## src/asma_pkg.sv

```systemverilog
// Shared types and constants of the ADC scan moving-average block.
`timescale 1ns / 1ps
`default_nettype none

package asma_pkg;

	localparam int NUM_CHANNELS = 4;
	localparam int CH_W   = (NUM_CHANNELS > 1) ? $clog2(NUM_CHANNELS) : 1;
	localparam int CHAN_W = 4;
	localparam int RES_W  = 10;
	localparam int SMP_W  = 11;
	localparam int HIST_N = 3;
	localparam int SLOT_W = 2;
	localparam int FRAME_W = 16;
	localparam logic [SLOT_W-1:0] SLOT_RESET = SLOT_W'(2);

	typedef enum logic [1:0] {
		PH_IDLE  = 2'd0,
		PH_START = 2'd1,
		PH_CONV  = 2'd2,
		PH_DONE  = 2'd3
	} phase_t;

	typedef struct packed {
		logic              mode;
		logic              conv_busy;
		logic [RES_W-1:0]  adc_result;
		logic [CHAN_W-1:0] read_channel;
	} req_t;

	typedef struct packed {
		logic               start_conv;
		logic [CHAN_W-1:0]  conv_channel;
		logic               avg_written;
		logic [SMP_W-1:0]   read_value;
		logic [FRAME_W-1:0] frame_count;
	} rsp_t;

	// One memory row per channel: the stored average and the three history samples.
	typedef struct packed {
		logic [SMP_W-1:0]             avg;
		logic [HIST_N-1:0][SMP_W-1:0] hist;
	} row_t;

endpackage

`default_nettype wire

```

## src/asma_ram.sv

```systemverilog
// Generic single-write, single-read RAM with registered read data.
`timescale 1ns / 1ps
`default_nettype none

module asma_ram #(
	parameter int WIDTH = 8,
	parameter int DEPTH = 4
) (
	input  wire logic                                     clk,
	input  wire logic                                     we,
	input  wire logic [((DEPTH > 1) ? $clog2(DEPTH) : 1)-1:0] waddr,
	input  wire logic [WIDTH-1:0]                         wdata,
	input  wire logic                                     re,
	input  wire logic [((DEPTH > 1) ? $clog2(DEPTH) : 1)-1:0] raddr,
	output logic      [WIDTH-1:0]                         rdata
);

	logic [WIDTH-1:0] mem_q [DEPTH];

	always_ff @(posedge clk) begin
		if (we) begin
			mem_q[waddr] <= wdata;
		end
		if (re) begin
			rdata <= mem_q[raddr];
		end
	end

endmodule

`default_nettype wire

```

## src/adc_scan_moving_average.sv

```systemverilog
// Top level of the round-robin ADC scan sequencer with per-channel moving average.
`timescale 1ns / 1ps
`default_nettype none

// Usage: each beat on the req channel is either a timer tick (mode 0) or a read of a
// channel's stored average (mode 1). Ticks drive the start, convert and done phases:
// a start tick advances the scan channel and pulses start_conv, convert ticks wait on
// conv_busy, and the done tick stores the four-sample average of the doubled result.
// Every accepted beat produces exactly one beat on the rsp channel.
// A req beat passes two register stages: rsp_valid rises when it moves from the lookup
// stage into the output register. One beat is taken per cycle while req_stall is low;
// the averages and history live in one row-per-channel RAM whose registered read port
// is read in the accept cycle and written back when the beat leaves the lookup stage,
// with a forwarding path when a read hits the row being written on the same edge.
// Reset clears the phase, scan channel, frame counter and row valid bits and sets the
// history slot to SLOT_RESET; unwritten rows read as zero, so no clearing pass is needed.
// When rsp_stall is held, one result waits in the output register and one in the
// lookup stage; req_stall rises only once both are full.
module adc_scan_moving_average import asma_pkg::*; (
	input  wire logic clk,
	input  wire logic arst_n,
	input  wire logic req_valid,
	output logic      req_stall,
	input  wire req_t req,
	output logic      rsp_valid,
	input  wire logic rsp_stall,
	output rsp_t      rsp
);

	// Control state.
	phase_t              phase_q, phase_d;
	logic [CHAN_W-1:0]   scan_q, scan_d;
	logic [SLOT_W-1:0]   slot_q, slot_d;
	logic [FRAME_W-1:0]  frame_q, frame_d;
	logic [NUM_CHANNELS-1:0] row_vld_q;

	logic accept, tick_start, tick_done;

	// Lookup stage.
	logic              valid_s1, read_s1, inrange_s1, done_s1, start_s1, fwd_s1;
	logic [CH_W-1:0]   addr_s1;
	logic [SLOT_W-1:0] slot_s1;
	logic [SMP_W-1:0]  sample_s1;
	logic [CHAN_W-1:0] chan_s1;
	logic [FRAME_W-1:0] frame_s1;
	row_t              fwd_row_s1;
	logic              s1_move;

	// Output register.
	logic rsp_valid_q;
	rsp_t rsp_q;

	// Memory ports.
	logic [CH_W-1:0]   raddr, waddr;
	logic              we;
	row_t              wrow, rdata, row;
	logic [SMP_W+1:0]  sum;
	logic              fwd_d;

	assign s1_move   = valid_s1 && (!rsp_valid_q || !rsp_stall);
	assign req_stall = valid_s1 && !s1_move;
	assign accept    = req_valid && !req_stall;

	// Phase machine: next state.
	always_comb begin
		phase_d = phase_q;
		if (accept && !req.mode) begin
			case (phase_q)
				PH_IDLE, PH_START: phase_d = PH_CONV;
				PH_CONV: begin
					if (!req.conv_busy) begin
						phase_d = PH_DONE;
					end
				end
				PH_DONE: phase_d = PH_IDLE;
				default: phase_d = PH_IDLE;
			endcase
		end
	end

	// Phase machine: outputs.
	always_comb begin
		tick_start = 1'b0;
		tick_done  = 1'b0;
		case (phase_q)
			PH_IDLE, PH_START: tick_start = accept && !req.mode;
			PH_DONE:           tick_done  = accept && !req.mode;
			default: begin
				tick_start = 1'b0;
				tick_done  = 1'b0;
			end
		endcase
	end

	// Scan channel advances on a start tick; history slot and pass counter only when leaving channel 0.
	always_comb begin
		scan_d  = scan_q;
		slot_d  = slot_q;
		frame_d = frame_q;
		if (tick_start) begin
			scan_d = (scan_q == CHAN_W'(NUM_CHANNELS - 1)) ? '0 : scan_q + CHAN_W'(1);
			if (scan_q == '0) begin
				frame_d = frame_q + FRAME_W'(1);
				case (slot_q)
					SLOT_W'(0): slot_d = SLOT_W'(1);
					SLOT_W'(1): slot_d = SLOT_W'(2);
					default:    slot_d = SLOT_W'(0);
				endcase
			end
		end
	end

	always_ff @(posedge clk or negedge arst_n) begin
		if (!arst_n) begin
			phase_q <= PH_IDLE;
			scan_q  <= '0;
			slot_q  <= SLOT_RESET;
			frame_q <= '0;
		end else begin
			phase_q <= phase_d;
			scan_q  <= scan_d;
			slot_q  <= slot_d;
			frame_q <= frame_d;
		end
	end

	assign raddr = req.mode ? req.read_channel[CH_W-1:0] : scan_q[CH_W-1:0];

	// A read on the same edge as the write of the same row returns stale data.
	assign fwd_d = we && (waddr == raddr);

	always_ff @(posedge clk or negedge arst_n) begin
		if (!arst_n) begin
			valid_s1 <= 1'b0;
		end else if (accept) begin
			valid_s1 <= 1'b1;
		end else if (s1_move) begin
			valid_s1 <= 1'b0;
		end
	end

	always_ff @(posedge clk) begin
		if (accept) begin
			read_s1    <= req.mode;
			inrange_s1 <= {1'b0, req.read_channel} < (CHAN_W + 1)'(NUM_CHANNELS);
			done_s1    <= tick_done;
			start_s1   <= tick_start;
			addr_s1    <= raddr;
			slot_s1    <= (slot_q == SLOT_W'(3)) ? '0 : slot_q;
			sample_s1  <= {req.adc_result, 1'b0};
			chan_s1    <= scan_d;
			frame_s1   <= frame_d;
			fwd_s1     <= fwd_d;
			fwd_row_s1 <= wrow;
		end
	end

	asma_ram #(
		.WIDTH ($bits(row_t)),
		.DEPTH (NUM_CHANNELS)
	) u_row_ram (
		.clk   (clk),
		.we    (we),
		.waddr (waddr),
		.wdata (wrow),
		.re    (accept),
		.raddr (raddr),
		.rdata (rdata)
	);

	always_comb begin
		if (fwd_s1) begin
			row = fwd_row_s1;
		end else if (row_vld_q[addr_s1]) begin
			row = rdata;
		end else begin
			row = '0;
		end
	end

	// Average of the three stored samples and the new doubled sample.
	assign sum = (SMP_W + 2)'(row.hist[0]) + (SMP_W + 2)'(row.hist[1])
	           + (SMP_W + 2)'(row.hist[2]) + (SMP_W + 2)'(sample_s1);

	always_comb begin
		wrow     = row;
		wrow.avg = sum[SMP_W+1:2];
		for (int i = 0; i < HIST_N; i++) begin
			if (slot_s1 == SLOT_W'(i)) begin
				wrow.hist[i] = sample_s1;
			end
		end
	end

	assign we    = s1_move && done_s1;
	assign waddr = addr_s1;

	always_ff @(posedge clk or negedge arst_n) begin
		if (!arst_n) begin
			row_vld_q <= '0;
		end else if (we) begin
			row_vld_q[waddr] <= 1'b1;
		end
	end

	always_ff @(posedge clk or negedge arst_n) begin
		if (!arst_n) begin
			rsp_valid_q <= 1'b0;
		end else if (s1_move) begin
			rsp_valid_q <= 1'b1;
		end else if (!rsp_stall) begin
			rsp_valid_q <= 1'b0;
		end
	end

	always_ff @(posedge clk) begin
		if (s1_move) begin
			rsp_q.start_conv   <= start_s1;
			rsp_q.conv_channel <= chan_s1;
			rsp_q.avg_written  <= done_s1;
			rsp_q.read_value   <= (read_s1 && inrange_s1) ? row.avg : '0;
			rsp_q.frame_count  <= frame_s1;
		end
	end

	assign rsp_valid = rsp_valid_q;
	assign rsp       = rsp_q;

	// The block only stalls its source when both the lookup stage and the output are full.
	a_stall_full: assert property (@(posedge clk) disable iff (!arst_n)
		req_stall |-> (valid_s1 && rsp_valid_q && rsp_stall))
		else $error("req_stall raised with free pipeline space");

	// A start tick always moves the phase machine into convert.
	a_start_conv: assert property (@(posedge clk) disable iff (!arst_n)
		tick_start |=> (phase_q == PH_CONV))
		else $error("phase did not enter convert after a start tick");

	// The frame counter moves only on an accepted beat.
	a_frame_hold: assert property (@(posedge clk) disable iff (!arst_n)
		!accept |=> $stable(frame_q))
		else $error("frame counter changed without an accepted beat");

	// A write-back never coincides with the history read of another done tick.
	a_no_done_overlap: assert property (@(posedge clk) disable iff (!arst_n)
		we |-> !tick_done)
		else $error("two done ticks overlap in the row read-modify-write");

endmodule

`default_nettype wire
```

## config.mk

```make
export PLATFORM = sky130hd
export DESIGN_NAME = adc_scan_moving_average
export DESIGN_NICKNAME = d
export VERILOG_FILES = /design/src/asma_pkg.sv /design/src/asma_ram.sv /design/src/adc_scan_moving_average.sv
export SDC_FILE = /design/constraint.sdc
export NUM_CORES = 1
export LEC_CHECK = 0
export BUFFER_PORTS_ARGS = -buffer_cell sky130_fd_sc_hd__buf_2
export CAP_MARGIN = 20
export CORE_MARGIN = 2
export CORE_UTILIZATION = 65
export DETAILED_ROUTE_END_ITERATION = 10
export PLACE_DENSITY_LB_ADDON = 0.2
export SLEW_MARGIN = 30
export SYNTH_ARGS = -nofsm -noshare
export SYNTH_HDL_FRONTEND = slang
export SYNTH_SLANG_ARGS = --single-unit
```

## constraint.sdc

```tcl
create_clock -name clk -period 18.4 [get_ports clk]
set_input_delay 2.76 -clock clk [delete_from_list [all_inputs] [get_ports clk]]
set_output_delay 2.76 -clock clk [all_outputs]
set_load 0.01 [all_outputs]
```

-- After elaboration in Yosys (flattened, before gate mapping)
Memories as Yosys holds them, arrays and structs flattened. A register that Yosys moved wholly into a read port is not among the register bits.
Index checks and enable logic that the tools add are counted.
- output and inout port bits: 35
- input port bits: 20
- word-level logic and storage cells: 93
- ROM bits: 0
- memories kept: 1
- flip-flop bits (word level): 146
- latch bits: 0
- bits in writable memories: 176
- shifts and indexed selects: 0
- reductions and logical operators: 22
- $add $sub $neg: 5
- divide/modulo/power cells: 0
- mux-type cells: 24
- equality and inequality tests: 11
- bitwise logic cells: 1
- multipliers: 0
- order comparisons: 3
- memory list (memory ; depth ; bits a word ; rd ports ; clocked after Yosys merged registers in ; write ports ; RTL line ; text):
    u_row_ram.mem_q ; 4 ; 44 ; 1 ; 1 ; 1 ; asma_ram.sv:18 ; logic [WIDTH-1:0] mem_q [DEPTH];
- operators by type and width (cell ; count):
    two-way mux 44 bit ; 2
    two-way mux 11 bit ; 3
    two-way mux 16 bit ; 2
    adder 16 x 1 -> 16 bit (second input constant) ; 1
    adder 12 x 11 -> 13 bit ; 1
    adder 13 x 11 -> 13 bit ; 1
    adder 11 x 11 -> 12 bit ; 1
    two-way mux 1 bit ; 9
    equality test 2 bit (second input constant) ; 4
    logical AND 1 bit ; 8
    two-way mux 4 bit ; 2
    equality test 2 x 1 -> 1 bit (second input constant) ; 3
    logical NOT 2 bit ; 3
    case mux 2 bit (3 select lines) ; 1
    logical NOT 1 bit ; 5
    adder 4 x 1 -> 4 bit (second input constant) ; 1
    equality test 4 x 2 -> 1 bit (second input constant) ; 1
    logical NOT 4 bit ; 1
    < comparator 4 x 3 -> 1 bit (second input constant) ; 1
    two-way mux 2 bit ; 2
    OR 4 bit ; 1
    case mux 2 bit (2 select lines) ; 1
    AND reduction 2 bit ; 2
    < comparator 2 x 3 -> 1 bit (second input constant) ; 1
    other kinds (9) ; 9

-- Depth between registers and ports, before layout
Gate-level depths: netlist (run 1).
- depth in word-level cells: 10
- mapped depth: 16
- gate-level depth less buffers: 14

-- Modules after synthesis
Synthesis (run 1) repeated with hierarchy kept, for this count alone.
- cells, all modules: 834
- area, all modules: 14757.9 µm²
- modules (own cells, without submodules) (module ; instances ; sequential area each (µm²) ; area each (µm²) ; cells an instance):
    asma_ram ; 1 ; 6606.3 ; 7759.9 ; 278
    adc_scan_moving_average ; 1 ; 4235.3 ; 6998.0 ; 556

-- Worst setup path before layout (run 1)
No wires, ideal clock.
- kind: input to register
- start point: in rsp_stall
- end point: reg addr_s1[0] (enable)
- stages: 3
- path slack: 9.074 ns
- arrival time: 8.697 ns
- data required time: 17.771 ns
- cells stage by stage: and3_1 buf_2 nor2b_1
- longest elaborated chain between the ends: 7
- ends and longest elaborated chain (element ; RTL line ; text):
    start: declaration ; adc_scan_moving_average.sv:26 ; input wire logic rsp_stall,
    logical NOT 1 bit ; - ;
    logical OR 1 bit ; adc_scan_moving_average.sv:60 ; assign s1_move = valid_s1 && (!rsp_valid_q || !rsp_stall);
    logical AND 1 bit ; adc_scan_moving_average.sv:60 ;
    logical NOT 1 bit ; adc_scan_moving_average.sv:61 ; assign req_stall = valid_s1 && !s1_move;
    logical AND 1 bit ; adc_scan_moving_average.sv:61 ;
    named net req_stall ; adc_scan_moving_average.sv:23 ; output logic req_stall,
    logical NOT 1 bit ; adc_scan_moving_average.sv:62 ; assign accept = req_valid && !req_stall;
    logical AND 1 bit ; adc_scan_moving_average.sv:62 ;
    named net accept ; adc_scan_moving_average.sv:37 ; logic accept, tick_start, tick_done;
    end signal: assignment ; adc_scan_moving_average.sv:148 ; addr_s1 <= raddr;
    end: declaration ; adc_scan_moving_average.sv:41 ; logic [CH_W-1:0] addr_s1;
The timed path passes the listed nets, and every way through them passes these cells.
A chain may end at the register's enable or synchronous reset.

-- Worst setup path in the final report (run 1)
- start point: in rsp_stall
- end point: out req_stall
- longest elaborated chain between the ends: 5
- ends and longest elaborated chain (element ; RTL line):
    logical NOT 1 bit ; -
    logical OR 1 bit ; adc_scan_moving_average.sv:60
    logical AND 1 bit ; adc_scan_moving_average.sv:60
    logical NOT 1 bit ; adc_scan_moving_average.sv:61
    logical AND 1 bit ; adc_scan_moving_average.sv:61
    end: declaration ; adc_scan_moving_average.sv:23
No other way between the ends.

==> metrics.md, run 1 <==
| Metric | Value |
|---|---|
| Sequential share of power | `46.8%` |
| Total cell area at the placement stage | `0.0155 sq mm` |
| Biggest cell delay along the critical path | `0.36 ns` |
| TritonRoute pass-1 iters | `7` |
| Buffer cell driving the clock tree root | `sky130_fd_sc_hd__clkbuf_16` |
| Final total negative setup slack | `0 ns` |
| Final critical-path share of the clock period | `about 34%` |
| Post-DP HPWL | `15500 um` |
| Clock period minus worst slack | `6.16 ns` |
| Max Fclk | `0.162 GHz` |
| Reg-to-reg critical path startpoint | `addr_s1[0]` |
| GRT Overall Usage | `24.3%` |
| Relative contribution of the clock network to total power | `25.5%` |
| Hold path startpoint | `frame_s1[5]` |
| Slew Limit Headroom | `34.1%` |
| Number of remaining DRC errors | `0` |
| Family with the most delay on the worst path | `simple AND/OR/NAND/NOR gates` |
| Gpl congestion | `0.853` |
| Number of warnings reported in the yosys synthesis log | `0` |
| Critical Path Slowest Stage Cell | `sky130_fd_sc_hd__and3_1` |
| TritonCTS clock tree | `built` |
| Switch Pwr | `0.807 mW` |
| Total power | `2.58 mW` |
| Flip-flop and latch area | `0.0108 sq mm` |
| Vias in the first global route | `8662` |
| Number of DRC markers after the initial detailed-route iteration | `678` |
| Share of synthesized registers carrying an async set or reset | `~8%` |
| Mapped Area | `0.0150 sq mm` |
| CP endpoint kind | `primary output` |
| Chip Width | `156 um` |
| Area growth from synthesis to layout | `10.6%` |
| Worst Skew | `~0.010 ns` |
| Ratio of cells with drive above 1 in the final layout | `16.5%` |
| Placement Rows | `55` |
| Average via count per standard cell | `5.85` |
| Final setup slack of the worst path | `12.24 ns` |
| Fillers | `approximately 1400` |
| Antenna Violating Nets Remaining | `0` |
| Count of buffer and inverter cells on the critical path | `2` |
| Transition time at the pin with the least slew margin | `0.989 ns` |
| Kind of critical path | `primary input to primary output` |
| Switching part of the total | `a little under a third` |
| Path length in cells of the critical path | `3` |
| Data arrival, critical path | `3.40 ns` |
| Resize count post-CTS | `0` |
| Worst reg-to-reg path cell count | `15` |
| Crit path max fanout | `7` |
| Instance count along the most critical hold path | `0` |
| Maximum ir drop on the vdd rail | `between 0.0001 and 0.00015 V` |
| Count of vias placed by the detailed router | `between 8000 and 9000` |
| Worst setup SP type | `primary input` |
| Primary FF master, synth | `sky130_fd_sc_hd__edfxtp_1` |
| Count of flip-flops with a built-in enable after synthesis | `~340` |
| Reg clk slew, reported paths | `approximately 0.060 ns` |
| Chain of cells forming the critical path | `buf_2 > and3_1 > buf_2` |
| Sequential area share after synthesis | `72.3%` |
| Worst setup slack after placement | `12.24 ns` |
| Total I/O pin count | `55` |
| Setup repair bufs after CTS | `0` |
| Post-route worst hold slack | `0.412 ns` |
| First-pass GRT wire length | `44800 um` |
| Starting Density | `66.2%` |
| Clock insertion delay at the later pin of the skew report | `between 0.5 and 0.6 ns` |
| IO Port Bufs | `54` |
| Maximum root-to-sink buffer count | `3` |
| Data required time at the worst endpoint | `15.64 ns` |
| Logic pwr share | `roughly 28%` |
| Static leakage power | `between 6 and 7 nW` |
| Post-Syn Instances | `1082` |
| Yosys top cell area share | `67.3%` |
| Pin count of the biggest net entering global routing | `90` |
| Final count of pins violating max slew | `0` |
| Worst hold-check path type | `register to register` |
| Number of synthesized register bits | `between 300 and 400` |
| Share of the core filled with cells | `73.3%` |
| Average footprint of a synthesized cell | `13.9 sq um` |
| Final hold viol count | `0` |
| Number of buffers inserted by hold repair at cts | `0` |
| Diodes inserted | `0` |
| Die Area | `0.0243 sq mm` |
| Detailed-route wire length | `28500 um` |
| Final setup violation count | `0` |
| Most frequent cell on the critical path | `sky130_fd_sc_hd__buf_2` |
| Synthesized net count | `1137` |
| Library cell with the highest instance count after synthesis | `sky130_fd_sc_hd__edfxtp_1` |
| CTS sink cnt | `366` |
| Top cells by area, synth | `sky130_fd_sc_hd__edfxtp_1 67%, sky130_fd_sc_hd__nand2_1 6.3%, sky130_fd_sc_hd__dfrtp_1 4.8%` |
| Initial antenna violation count | `1` |
| Number of nets in the final layout | `1195` |
| Post-DR wirelength/cell | `19.6 um` |
| Reg-to-reg slack, setup | `13.33 ns` |
| Count of unique library cells instantiated by Yosys | `44` |
| # H-tree levels | `2` |
| Grt total ovfl | `0` |
| Number of violations of the max-capacitance limit | `0` |
| Pwr dens | `between 150 and 200 mW/mm^2` |
| Cell area after layout | `0.0166 sq mm` |
| Status | `finished, final reports clean` |
| Unrepaired setup endpoints after global routing | `no` |
| Hold Path End | `rsp[5]` |
| Cts bufs inserted | `37` |
| Library cell with the largest summed area after synthesis | `sky130_fd_sc_hd__edfxtp_1` |
| Multi-input combinational cell area | `~0.0038 sq mm` |
| Cell internal power dissipation | `1.78 mW` |
| Die height | `156 um` |
| Worst R2R End | `fwd_row_s1[41]` |
| Final non-filler cell total | `around 1500` |
| Most numerous cell types in the synthesized netlist | `336 x sky130_fd_sc_hd__edfxtp_1, 251 x sky130_fd_sc_hd__nand2_1, 55 x sky130_fd_sc_hd__and3_1` |
| Number of instances in the placed design | `1386` |
| Total core area | `0.0226 sq mm` |
-- sequential cells by signal, summed over array words and instances (netlist names), 10 cells and up --
| signal | cells |
|---|---|
| frame_q | 16 |
| frame_s1 | 16 |
| fwd_row_s1 | 44 |
| rsp | 33 |
| sample_s1 | 10 |
| u_row_ram.mem_q | 176 |
| u_row_ram.rdata | 44 |
-- kinds of logic after synthesis --
kind of cell / share of synthesized area, %
AOI/OAI and AO/OA: 5.34
buffers and inverters: 2.54
adders and majority gates: 3.92
xor gates and xnor gates: 1.52
and+or+nand+nor: 12.4
DFF: 72.3
muxes: 1.94
-- worst register-to-register path: stages (launching register included) --
cell and delay [ns]:
sky130_fd_sc_hd__edfxtp_1 0.51, sky130_fd_sc_hd__mux4_2 0.88, sky130_fd_sc_hd__buf_4 0.39, sky130_fd_sc_hd__nand2_2 0.12
sky130_fd_sc_hd__o21ai_2 0.08, sky130_fd_sc_hd__fa_1 0.53, sky130_fd_sc_hd__inv_1 0.06, sky130_fd_sc_hd__fa_1 0.53
sky130_fd_sc_hd__inv_1 0.05, sky130_fd_sc_hd__ha_1 0.22, sky130_fd_sc_hd__fa_1 0.41, sky130_fd_sc_hd__a21o_1 0.20
sky130_fd_sc_hd__nand4_1 0.09, sky130_fd_sc_hd__nand2_1 0.08, sky130_fd_sc_hd__o41ai_1 0.35, sky130_fd_sc_hd__xnor2_1 0.33
-- cells in the final DEF, fill, tap and decap left out, types with 6 or more instances in the layout --
| cell | count |
|---|---|
| sky130_fd_sc_hd__edfxtp_1 | 336 |
| sky130_fd_sc_hd__nand2_1 | 251 |
| sky130_fd_sc_hd__and3_1 | 54 |
| sky130_fd_sc_hd__buf_2 | 54 |
| sky130_fd_sc_hd__nor2_1 | 53 |
| sky130_fd_sc_hd__a31oi_1 | 45 |
| sky130_fd_sc_hd__inv_1 | 38 |
| sky130_fd_sc_hd__clkbuf_16 | 37 |
| sky130_fd_sc_hd__a21oi_1 | 29 |
| sky130_fd_sc_hd__dfrtp_1 | 29 |
| sky130_fd_sc_hd__fa_1 | 20 |
| sky130_fd_sc_hd__xnor2_1 | 17 |
| sky130_fd_sc_hd__mux2_2 | 16 |
| sky130_fd_sc_hd__ha_1 | 15 |
| sky130_fd_sc_hd__nand2_2 | 14 |
| sky130_fd_sc_hd__o21ai_2 | 14 |
| sky130_fd_sc_hd__buf_4 | 13 |
| sky130_fd_sc_hd__clkinv_1 | 11 |
| sky130_fd_sc_hd__a21oi_2 | 10 |
| sky130_fd_sc_hd__clkbuf_1 | 10 |
| sky130_fd_sc_hd__xor2_1 | 9 |
| sky130_fd_sc_hd__o21ai_1 | 9 |
| sky130_fd_sc_hd__nand4_1 | 8 |
| sky130_fd_sc_hd__o21ai_0 | 7 |
| sky130_fd_sc_hd__or2_2 | 7 |
| sky130_fd_sc_hd__a21o_1 | 7 |
| sky130_fd_sc_hd__nand2b_1 | 6 |
-- routing by layer --
| metal | global-route usage (%) | part of all wire, % |
|---|---|---|
| met1 | 31.6 | 41 |
| met3 | 3.89 | 6.0 |
| met5 | 0 | 0 |
| met4 | 9.17 | 2.7 |
| met2 | 41.9 | 51 |
-- worst max-delay path by stage --
stage | from | endpoint | slack, ns
finish | rsp_stall | req_stall | 12.24
global route | rsp_stall | req_stall | 12.17
CTS | rsp_stall | req_stall | 12.23
detailed placement | rsp_stall | req_stall | 12.24
global placement | rsp_stall | req_stall | 12.24
floorplan | rsp_stall | addr_s1[0] | 9.07
-- final cells by class --
type                    count  share of cell area (%)
flip-flops and latches    366                    65.4
multi-input cells         627                    23.0
clock buffers              47                    5.81
repair buffers             68                    2.29
well taps                 285                    2.15
inverters                  40                   0.905
clock inverters            18                   0.528
-- power groups by stage --
stage | Combinational, mW | Clock (mW) | Sequential [mW]
6_report | 0.715 | 0.660 | 1.21
5_1_grt | 0.792 | 0.698 | 1.22
4_1_cts | 0.713 | 0.668 | 1.21
3_5_place_dp | 0.705 | 0 | 1.23
3_3_place_gp | 0.680 | 0 | 1.22
2_1_floorplan | 0.499 | 0 | 1.22
(Power assumes the default switching activity.)
==> run 2: changes to the inputs <==
--- a/config.mk
+++ b/config.mk
@@ -8,7 +8,7 @@
 export BUFFER_PORTS_ARGS = -buffer_cell sky130_fd_sc_hd__buf_2
 export CAP_MARGIN = 20
 export CORE_MARGIN = 2
-export CORE_UTILIZATION = 65
+export CORE_UTILIZATION = 56
 export DETAILED_ROUTE_END_ITERATION = 10
 export PLACE_DENSITY_LB_ADDON = 0.2
 export SLEW_MARGIN = 30
==> constraint.sdc (replaced) <==
create_clock -name clk -period 5.4 [get_ports clk]
set_input_delay 0.81 -clock clk [delete_from_list [all_inputs] [get_ports clk]]
set_output_delay 0.81 -clock clk [all_outputs]
set_load 0.01 [all_outputs]
==> run 2 against run 1 <==
Net effect: worst hold slack lost 0.070 ns; clock-buffer cell count is 3 higher; global-route usage down 3.4 points; clock power grew to 3.7 times the previous value; routed wire length decreased by 0.47%; setup slack lost 12 ns; design area up 1.9%; register-to-register slack got worse by 13 ns; critical path depth grew 12; cell count rose by 4.1%; highest routed layer unchanged.
==> metrics.md, run 2 (synthesis gave the netlist of run 1 again) <==
| Metric | Value |
|---|---|
| Chain of cells forming the critical path | `mux4_2 > buf_4 > nand2_2 > o21ai_2 > fa_1 > inv_1 > fa_1 > inv_1 > ha_1 > fa_1 > a21o_1 > nand4_1 > nand2_1 > o41ai_1 > xnor2_1` |
| Biggest cell delay along the critical path | `0.77 ns (+0.41 ns)` |
| Final total negative setup slack | `0 ns (unchanged)` |
| Sequential share of power | `45.7% (-1.1 points)` |
| Starting Density | `57.2% (-9.0 points)` |
| Number of flip-flops in the largest register | `176 (unchanged)` |
| Switching part of the total | `30.7% (-0.52 points)` |
| Resize count post-CTS | `0 (unchanged)` |
| Count of vias placed by the detailed router | `8467 (-0.33%)` |
| Clock period minus worst slack | `~4.8 ns` |
| Critical Path Slowest Stage Cell | `sky130_fd_sc_hd__mux4_2` |
| Final setup violation count | `0 (unchanged)` |
| Data arrival, critical path | `5.03 ns (+1.63 ns)` |
| Highest-count cells in the layout ignoring fill and taps | `336 x sky130_fd_sc_hd__edfxtp_1, 251 x sky130_fd_sc_hd__nand2_1, 54 x sky130_fd_sc_hd__and3_1, 54 x sky130_fd_sc_hd__buf_2, 53 x sky130_fd_sc_hd__nor2_1` |
| Setup repair bufs after CTS | `0 (unchanged)` |
| TritonRoute pass-1 iters | `5 (-2)` |
| Vias in the first global route | `8452 (-2.4%)` |
| IO Port Bufs | `54 (unchanged)` |
| Most common cell after layout, fill and taps aside | `sky130_fd_sc_hd__edfxtp_1` |
| Number of DRC markers after the initial detailed-route iteration | `654 (-3.5%)` |
| Die Area | `0.0281 sq mm (+16%)` |
| Detailed-route wire length | `28400 um (-0.47%)` |
| Number of buffers inserted by hold repair at cts | `0 (unchanged)` |
| Total I/O pin count | `55 (unchanged)` |
| Average via count per standard cell | `5.60 (-4.3%)` |
| Pwr dens | `535 mW/mm^2 (+240%)` |
| Area growth from synthesis to layout | `12.7%` |
| Max Fclk | `0.208 GHz` |
| TritonCTS clock tree | `built` |
| Reg-to-reg slack, setup | `0.58 ns (-12.75 ns)` |
| Worst R2R End | `u_row_ram.mem_q[2][41]` |
| Final setup slack of the worst path | `0.584 ns (-11.65 ns)` |
| Worst hold-check path type | `primary input to async pin` |
| Die height | `168 um (+7.5%)` |
| Diodes inserted | `0 (unchanged)` |
| Number of remaining DRC errors | `0 (unchanged)` |
| Placement Rows | `59 (+7.3%)` |
| Logic pwr share | `27.1% (-0.6 points)` |
| Antenna Violating Nets Remaining | `0 (unchanged)` |
| Number of nets in the final layout | `1203 (+0.67%)` |
| Worst reg-to-reg path cell count | `15 (unchanged)` |
| Endpoint of the worst setup timing path | `u_row_ram.mem_q[2][41]` |
| # H-tree levels | `2 (unchanged)` |
| Post-DP HPWL | `16900 um (+9.1%)` |
| Worst setup slack after placement | `0.657 ns (-11.58 ns)` |
| CTS sink cnt | `366 (unchanged)` |
| Registers with the highest flip-flop counts | `u_row_ram.mem_q: 176 flops, fwd_row_s1: 44 flops, u_row_ram.rdata: 44 flops` |
| Pin count of the biggest net entering global routing | `90 (unchanged)` |
| Cell internal power dissipation | `6.26 mW (+250%)` |
| Transition time at the pin with the least slew margin | `0.926 ns (-0.0628 ns)` |
| CP endpoint kind | `register` |
| Total power | `9.04 mW (+250%)` |
| Number of violations of the max-capacitance limit | `0 (unchanged)` |
| Switch Pwr | `2.78 mW (+240%)` |
| Final critical-path share of the clock period | `89.2%` |
| Cts bufs inserted | `37 (unchanged)` |
| Chip Width | `168 um (+7.5%)` |
| Final hold viol count | `0 (unchanged)` |
| Worst Skew | `0.0153 ns (+0.00516 ns)` |
| GRT Overall Usage | `20.9% (-3.4 points)` |
| Most frequent cell on the critical path | `sky130_fd_sc_hd__fa_1` |
| Post-DR wirelength/cell | `18.8 um (-4.4%)` |
| Register bank with the most flops | `u_row_ram.mem_q` |
| Clock insertion delay at the later pin of the skew report | `0.51 ns (about the same)` |
| Static leakage power | `6.53 nW (+2.1%)` |
| Maximum ir drop on the vdd rail | `0.000320 V (+180%)` |
| CP startpoint | `addr_s1[0]` |
| Final count of pins violating max slew | `0 (unchanged)` |
| Reg clk slew, reported paths | `0.06 ns (about the same)` |
| Kind of critical path | `register to register` |
| Family with the most delay on the worst path | `adder cells` |
| Slew Limit Headroom | `38.3% (+4.2 points)` |
| Crit path max fanout | `13 (+6)` |
| Count of buffer and inverter cells on the critical path | `3 (+1)` |
| First-pass GRT wire length | `45700 um (+2.2%)` |
| Status | `finished, final reports clean` |
| Unrepaired setup endpoints after global routing | `no` |
| Total core area | `0.0262 sq mm (+16%)` |
| Gpl congestion | `0.831 (-2.6%)` |
| Buffer cell driving the clock tree root | `sky130_fd_sc_hd__clkbuf_16` |
| Reg-to-reg critical path startpoint | `addr_s1[0]` |
| Initial antenna violation count | `0 (-1)` |
| Grt total ovfl | `0 (unchanged)` |
| Path length in cells of the critical path | `15 (+12)` |
| Ratio of cells with drive above 1 in the final layout | `17.9% (+1.4 points)` |
| Data required time at the worst endpoint | `5.62 ns (-10.02 ns)` |
| Worst setup SP type | `register` |
| Relative contribution of the clock network to total power | `27.2% (+1.7 points)` |
| Maximum root-to-sink buffer count | `3 (unchanged)` |
==> run 2: routing by layer <==
layer | routed length (um) | vias to the layer above | track usage [%]
met3 | 1310 | 49 | 2.91
met2 | 14100 | 214 | 35.2
met4 | 583 | 0 | 6.28
li1 | - | 3982 | -
met5 | 0 | - | 0
met1 | 12400 | 4222 | 28.8
==> run 2: area by class of cell <==
cell class              count  area (sq um)
clock buffers              50          1040
well taps                 335           419
inverters                  40           150
flip-flops and latches    366         10800
fillers                  1834          9300
multi-input cells         627          3830
repair buffers             76           492
clock inverters            17           138
==> run 2: per-stage QoR <==
stage | cells | cell area, sq um | hold slack [ns] | util (%)
2_1_floorplan | 1082 | 15000 | 0.400 | -
3_3_place_gp | 1442 | 15700 | 0.401 | 59.8
3_5_place_dp | 1444 | 15700 | 0.405 | 60.0
4_1_cts | 1511 | 16900 | 0.354 | 64.5
5_1_grt | 1511 | 16900 | 0.395 | 64.5
6_report | 1511 | 16900 | 0.342 | 64.5
==> run 2: how the worst min path moves through the flow <==
stage / startpoint / end / slack, ns
after floorplan: frame_s1[0] / rsp[0] / 0.40
after global placement: frame_s1[2] / rsp[2] / 0.40
after detailed placement: frame_s1[9] / rsp[9] / 0.40
after CTS: arst_n / frame_q[14] / 0.35
after global routing: arst_n / frame_q[12] / 0.40
final: arst_n / frame_q[11] / 0.34
==> run 2: power by group through the flow <==
stage          clock, mW  combinational [mW]  sequential (mW)
2_1_floorplan          0                1.70             4.15
3_3_place_gp           0                2.34             4.18
3_5_place_dp           0                2.43             4.18
4_1_cts             2.51                2.45             4.13
5_1_grt             2.62                2.72             4.16
6_report            2.46                2.45             4.13
==> run 3: changes to the inputs <==
--- a/config.mk
+++ b/config.mk
@@ -7,8 +7,7 @@
 export LEC_CHECK = 0
 export BUFFER_PORTS_ARGS = -buffer_cell sky130_fd_sc_hd__buf_2
 export CAP_MARGIN = 20
-export CORE_MARGIN = 2
-export CORE_UTILIZATION = 56
+export CORE_UTILIZATION = 65
 export DETAILED_ROUTE_END_ITERATION = 10
 export PLACE_DENSITY_LB_ADDON = 0.2
 export SLEW_MARGIN = 30
==> constraint.sdc (replaced) <==
create_clock -name clk -period 5.7 [get_ports clk]
set_input_delay 0.855 -clock clk [delete_from_list [all_inputs] [get_ports clk]]
set_output_delay 0.855 -clock clk [all_outputs]
set_load 0.01 [all_outputs]
==> run 3 against run 2 <==
Net effect: register-to-register slack improved by 0.38 ns; worst hold slack improved by 0.054 ns; routed wire length increased by 0.99%; setup slack improved by 0.38 ns; clock power increased by 5%; clock-buffer cell count increased by 2; sequential power decreased by 5.3%; utilization increased by 10 points; design area about the same; largest cell class unchanged.
==> metrics.md, run 3 (synthesis gave the netlist of run 1 again) <==
| Metric | Value |
|---|---|
| Status | `finished, final reports clean` |
| Ratio of cells with drive above 1 in the final layout | `17.7% (-0.16 points)` |
| Number of flip-flops in the largest register | `176 (unchanged)` |
| Post-route worst hold slack | `0.395 ns (+0.0537 ns)` |
| Placement Rows | `55 (-6.8%)` |
| Reg-to-reg critical path startpoint | `addr_s1[0]` |
| Average via count per standard cell | `5.85 (+4.4%)` |
| Reg clk slew, reported paths | `0.06 ns (about the same)` |
| Registers with the highest flip-flop counts | `u_row_ram.mem_q: 176 flops, fwd_row_s1: 44 flops, u_row_ram.rdata: 44 flops` |
| Crit path max fanout | `19 (+6)` |
| Total I/O pin count | `55 (unchanged)` |
| Area growth from synthesis to layout | `12.8% (about the same)` |
| Detailed-route wire length | `28700 um (+0.99%)` |
| Chain of cells forming the critical path | `mux4_2 > buf_4 > nand2_1 > o21ai_1 > fa_1 > ha_1 > a21o_1 > ha_1 > fa_1 > a21o_1 > nand4_1 > nand2_1 > o41ai_1 > xnor2_1` |
| Pwr dens | `519 mW/mm^2 (-2.8%)` |
| Worst R2R End | `u_row_ram.mem_q[3][41]` |
| Final critical-path share of the clock period | `83.1% (-6.1 points)` |
| Biggest cell delay along the critical path | `0.80 ns (+0.03 ns)` |
| Antenna Violating Nets Remaining | `0 (unchanged)` |
| Count of vias placed by the detailed router | `8510 (+0.51%)` |
| Post-DP HPWL | `16100 um (-4.9%)` |
| Routing usage on met3 | `3.86% (+0.95 points)` |
| Transition time at the pin with the least slew margin | `0.953 ns (+0.0272 ns)` |
| # H-tree levels | `2 (unchanged)` |
| Worst hold-check path type | `primary input to async pin` |
| Number of violations of the max-capacitance limit | `0 (unchanged)` |
| TritonRoute pass-1 iters | `7 (+2)` |
| Maximum root-to-sink buffer count | `3 (unchanged)` |
| Cts bufs inserted | `37 (unchanged)` |
| Setup repair bufs after CTS | `0 (unchanged)` |
| Reg-to-reg slack, setup | `0.96 ns (+0.38 ns)` |
| Pin count of the biggest net entering global routing | `128 (+42%)` |
| Chip Width | `154 um (-8.2%)` |
| Clock insertion delay at the later pin of the skew report | `0.52 ns (about the same)` |
| Static leakage power | `6.54 nW (+0.29%)` |
| Worst setup SP type | `register` |
| Max Fclk | `0.211 GHz (+1.7%)` |
| Die Area | `0.0237 sq mm (-16%)` |
| Worst Skew | `0.0203 ns (+0.00501 ns)` |
| Number of buffers inserted by hold repair at cts | `0 (unchanged)` |
| CTS sink cnt | `366 (unchanged)` |
| Post-DR wirelength/cell | `19.7 um (+4.9%)` |
| Total core area | `0.0226 sq mm (-14%)` |
| Resize count post-CTS | `0 (unchanged)` |
| Final count of pins violating max slew | `0 (unchanged)` |
| Data arrival, critical path | `4.96 ns (-0.07 ns)` |
| Diodes inserted | `0 (unchanged)` |
| GRT Overall Usage | `25.3% (+4.4 points)` |
| Number of DRC markers after the initial detailed-route iteration | `616 (-5.8%)` |
| Clock period minus worst slack | `4.74 ns (-0.0796 ns)` |
| Final setup violation count | `0 (unchanged)` |
| Data required time at the worst endpoint | `5.92 ns (+0.30 ns)` |
| GR Layer Usage met1 | `33.8% (+5.0 points)` |
| First-pass GRT wire length | `45200 um (-1.2%)` |
| Buffer cell driving the clock tree root | `sky130_fd_sc_hd__clkbuf_16` |
| Most common cell after layout, fill and taps aside | `sky130_fd_sc_hd__edfxtp_1` |
| Global-route layer with the greatest usage | `met2` |
| Slew Limit Headroom | `36.4% (-1.8 points)` |
| GR Layer Usage met2 | `43.5% (+8.3 points)` |
| Number of nets in the final layout | `1198 (-0.42%)` |
| Die height | `154 um (-8.2%)` |
| Kind of critical path | `register to register` |
| Worst reg-to-reg path cell count | `14 (-1)` |
| CP endpoint kind | `register` |
| Maximum ir drop on the vdd rail | `0.000337 V (+5.3%)` |
| Unrepaired setup endpoints after global routing | `no` |
| Critical Path Slowest Stage Cell | `sky130_fd_sc_hd__mux4_2` |
| CP startpoint | `addr_s1[0]` |
| IO Port Bufs | `54 (unchanged)` |
| Starting Density | `66.2% (+9.0 points)` |
| Final total negative setup slack | `0 ns (unchanged)` |
| Vias in the first global route | `8521 (+0.82%)` |
| Grt total ovfl | `0 (unchanged)` |
| Highest-count cells in the layout ignoring fill and taps | `336 x sky130_fd_sc_hd__edfxtp_1, 251 x sky130_fd_sc_hd__nand2_1, 54 x sky130_fd_sc_hd__and3_1, 54 x sky130_fd_sc_hd__buf_2, 53 x sky130_fd_sc_hd__nor2_1` |
| Register bank with the most flops | `u_row_ram.mem_q` |
| Number of remaining DRC errors | `0 (unchanged)` |
| Final hold viol count | `0 (unchanged)` |
| Gpl congestion | `0.826 (-0.57%)` |
| Initial antenna violation count | `0 (unchanged)` |
| TritonCTS clock tree | `built` |
==> run 3: cell count changes in the layout (fill, tap and decap cells not counted), moves of 2 or more <==
cell,before,now
sky130_fd_sc_hd__bufinv_16,2,7
sky130_fd_sc_hd__clkinv_2,9,4
sky130_fd_sc_hd__clkbuf_8,2,4
sky130_fd_sc_hd__clkinv_1,4,1
sky130_fd_sc_hd__buf_4,18,13
sky130_fd_sc_hd__buf_16,2,0
==> run 3: stage by stage <==
| stage | power, mW | std cells | cell area, sq um | util, % | setup slack [ns] |
|---|---|---|---|---|---|
| finish | 8.79 | 1455 | 16900 | 74.7 | 0.963 |
| global route | 9.15 | 1455 | 16900 | 74.7 | 0.691 |
| CTS | 8.80 | 1455 | 16900 | 74.7 | 1.01 |
| detailed placement | 6.22 | 1389 | 15600 | 68.9 | 1.05 |
| global placement | 6.15 | 1388 | 15600 | 68.8 | 1.14 |
| floorplan | 5.54 | 1082 | 15000 | - | 0.0936 |
==> run 3: area by class of cell <==
| cell class | instances | area [sq um] |
|---|---|---|
| Inverter | 40 | 150 |
| Tap cell | 285 | 357 |
| Clock inverter | 14 | 255 |
| Clock buffer | 52 | 1060 |
| Sequential cell | 366 | 10800 |
| Timing Repair Buffer | 71 | 434 |
| Fill cell | 1346 | 5720 |
| Multi-Input combinational cell | 627 | 3820 |
==> run 3: power breakdown <==
group	internal (mW)	leakage [nW]	switching, mW
Combinational	0.768	2.37	1.52
Sequential	3.78	3.53	0.133
Clock	1.62	0.643	0.962
Total	6.17	6.54	2.62
==> run 3: layer usage <==
layer  vias up  share of wire [%]  wire [um]
li1       3970                  -          -
met1      4215                 41      11800
met2       280                 51      14600
met3        45                6.1       1740
met4         0                1.9        541
met5         -                  0          0
==> run 3: worst max-delay path by stage <==
| stage | slack (ns) | end | cells after the start |
|---|---|---|---|
| after CTS | 1.01 | u_row_ram.mem_q[3][41] | 14 |
| after floorplan | 0.09 | u_row_ram.mem_q[0][0] | 4 |
| final | 0.96 | u_row_ram.mem_q[3][41] | 14 |
| after global routing | 0.69 | u_row_ram.mem_q[3][41] | 14 |
| after global placement | 1.14 | fwd_row_s1[42] | 14 |
| after detailed placement | 1.05 | fwd_row_s1[41] | 14 |
==> run 3: critical path, delay by kind of cell (launching register included) <==
family / cells / cell delay [ns]
fa+ha+maj: 4 / 1.40
compound gates: 4 / 0.92
mux: 1 / 0.80
flops: 1 / 0.52
buf+inv: 1 / 0.33
simple gates: 3 / 0.24
xor+xnor: 1 / 0.21
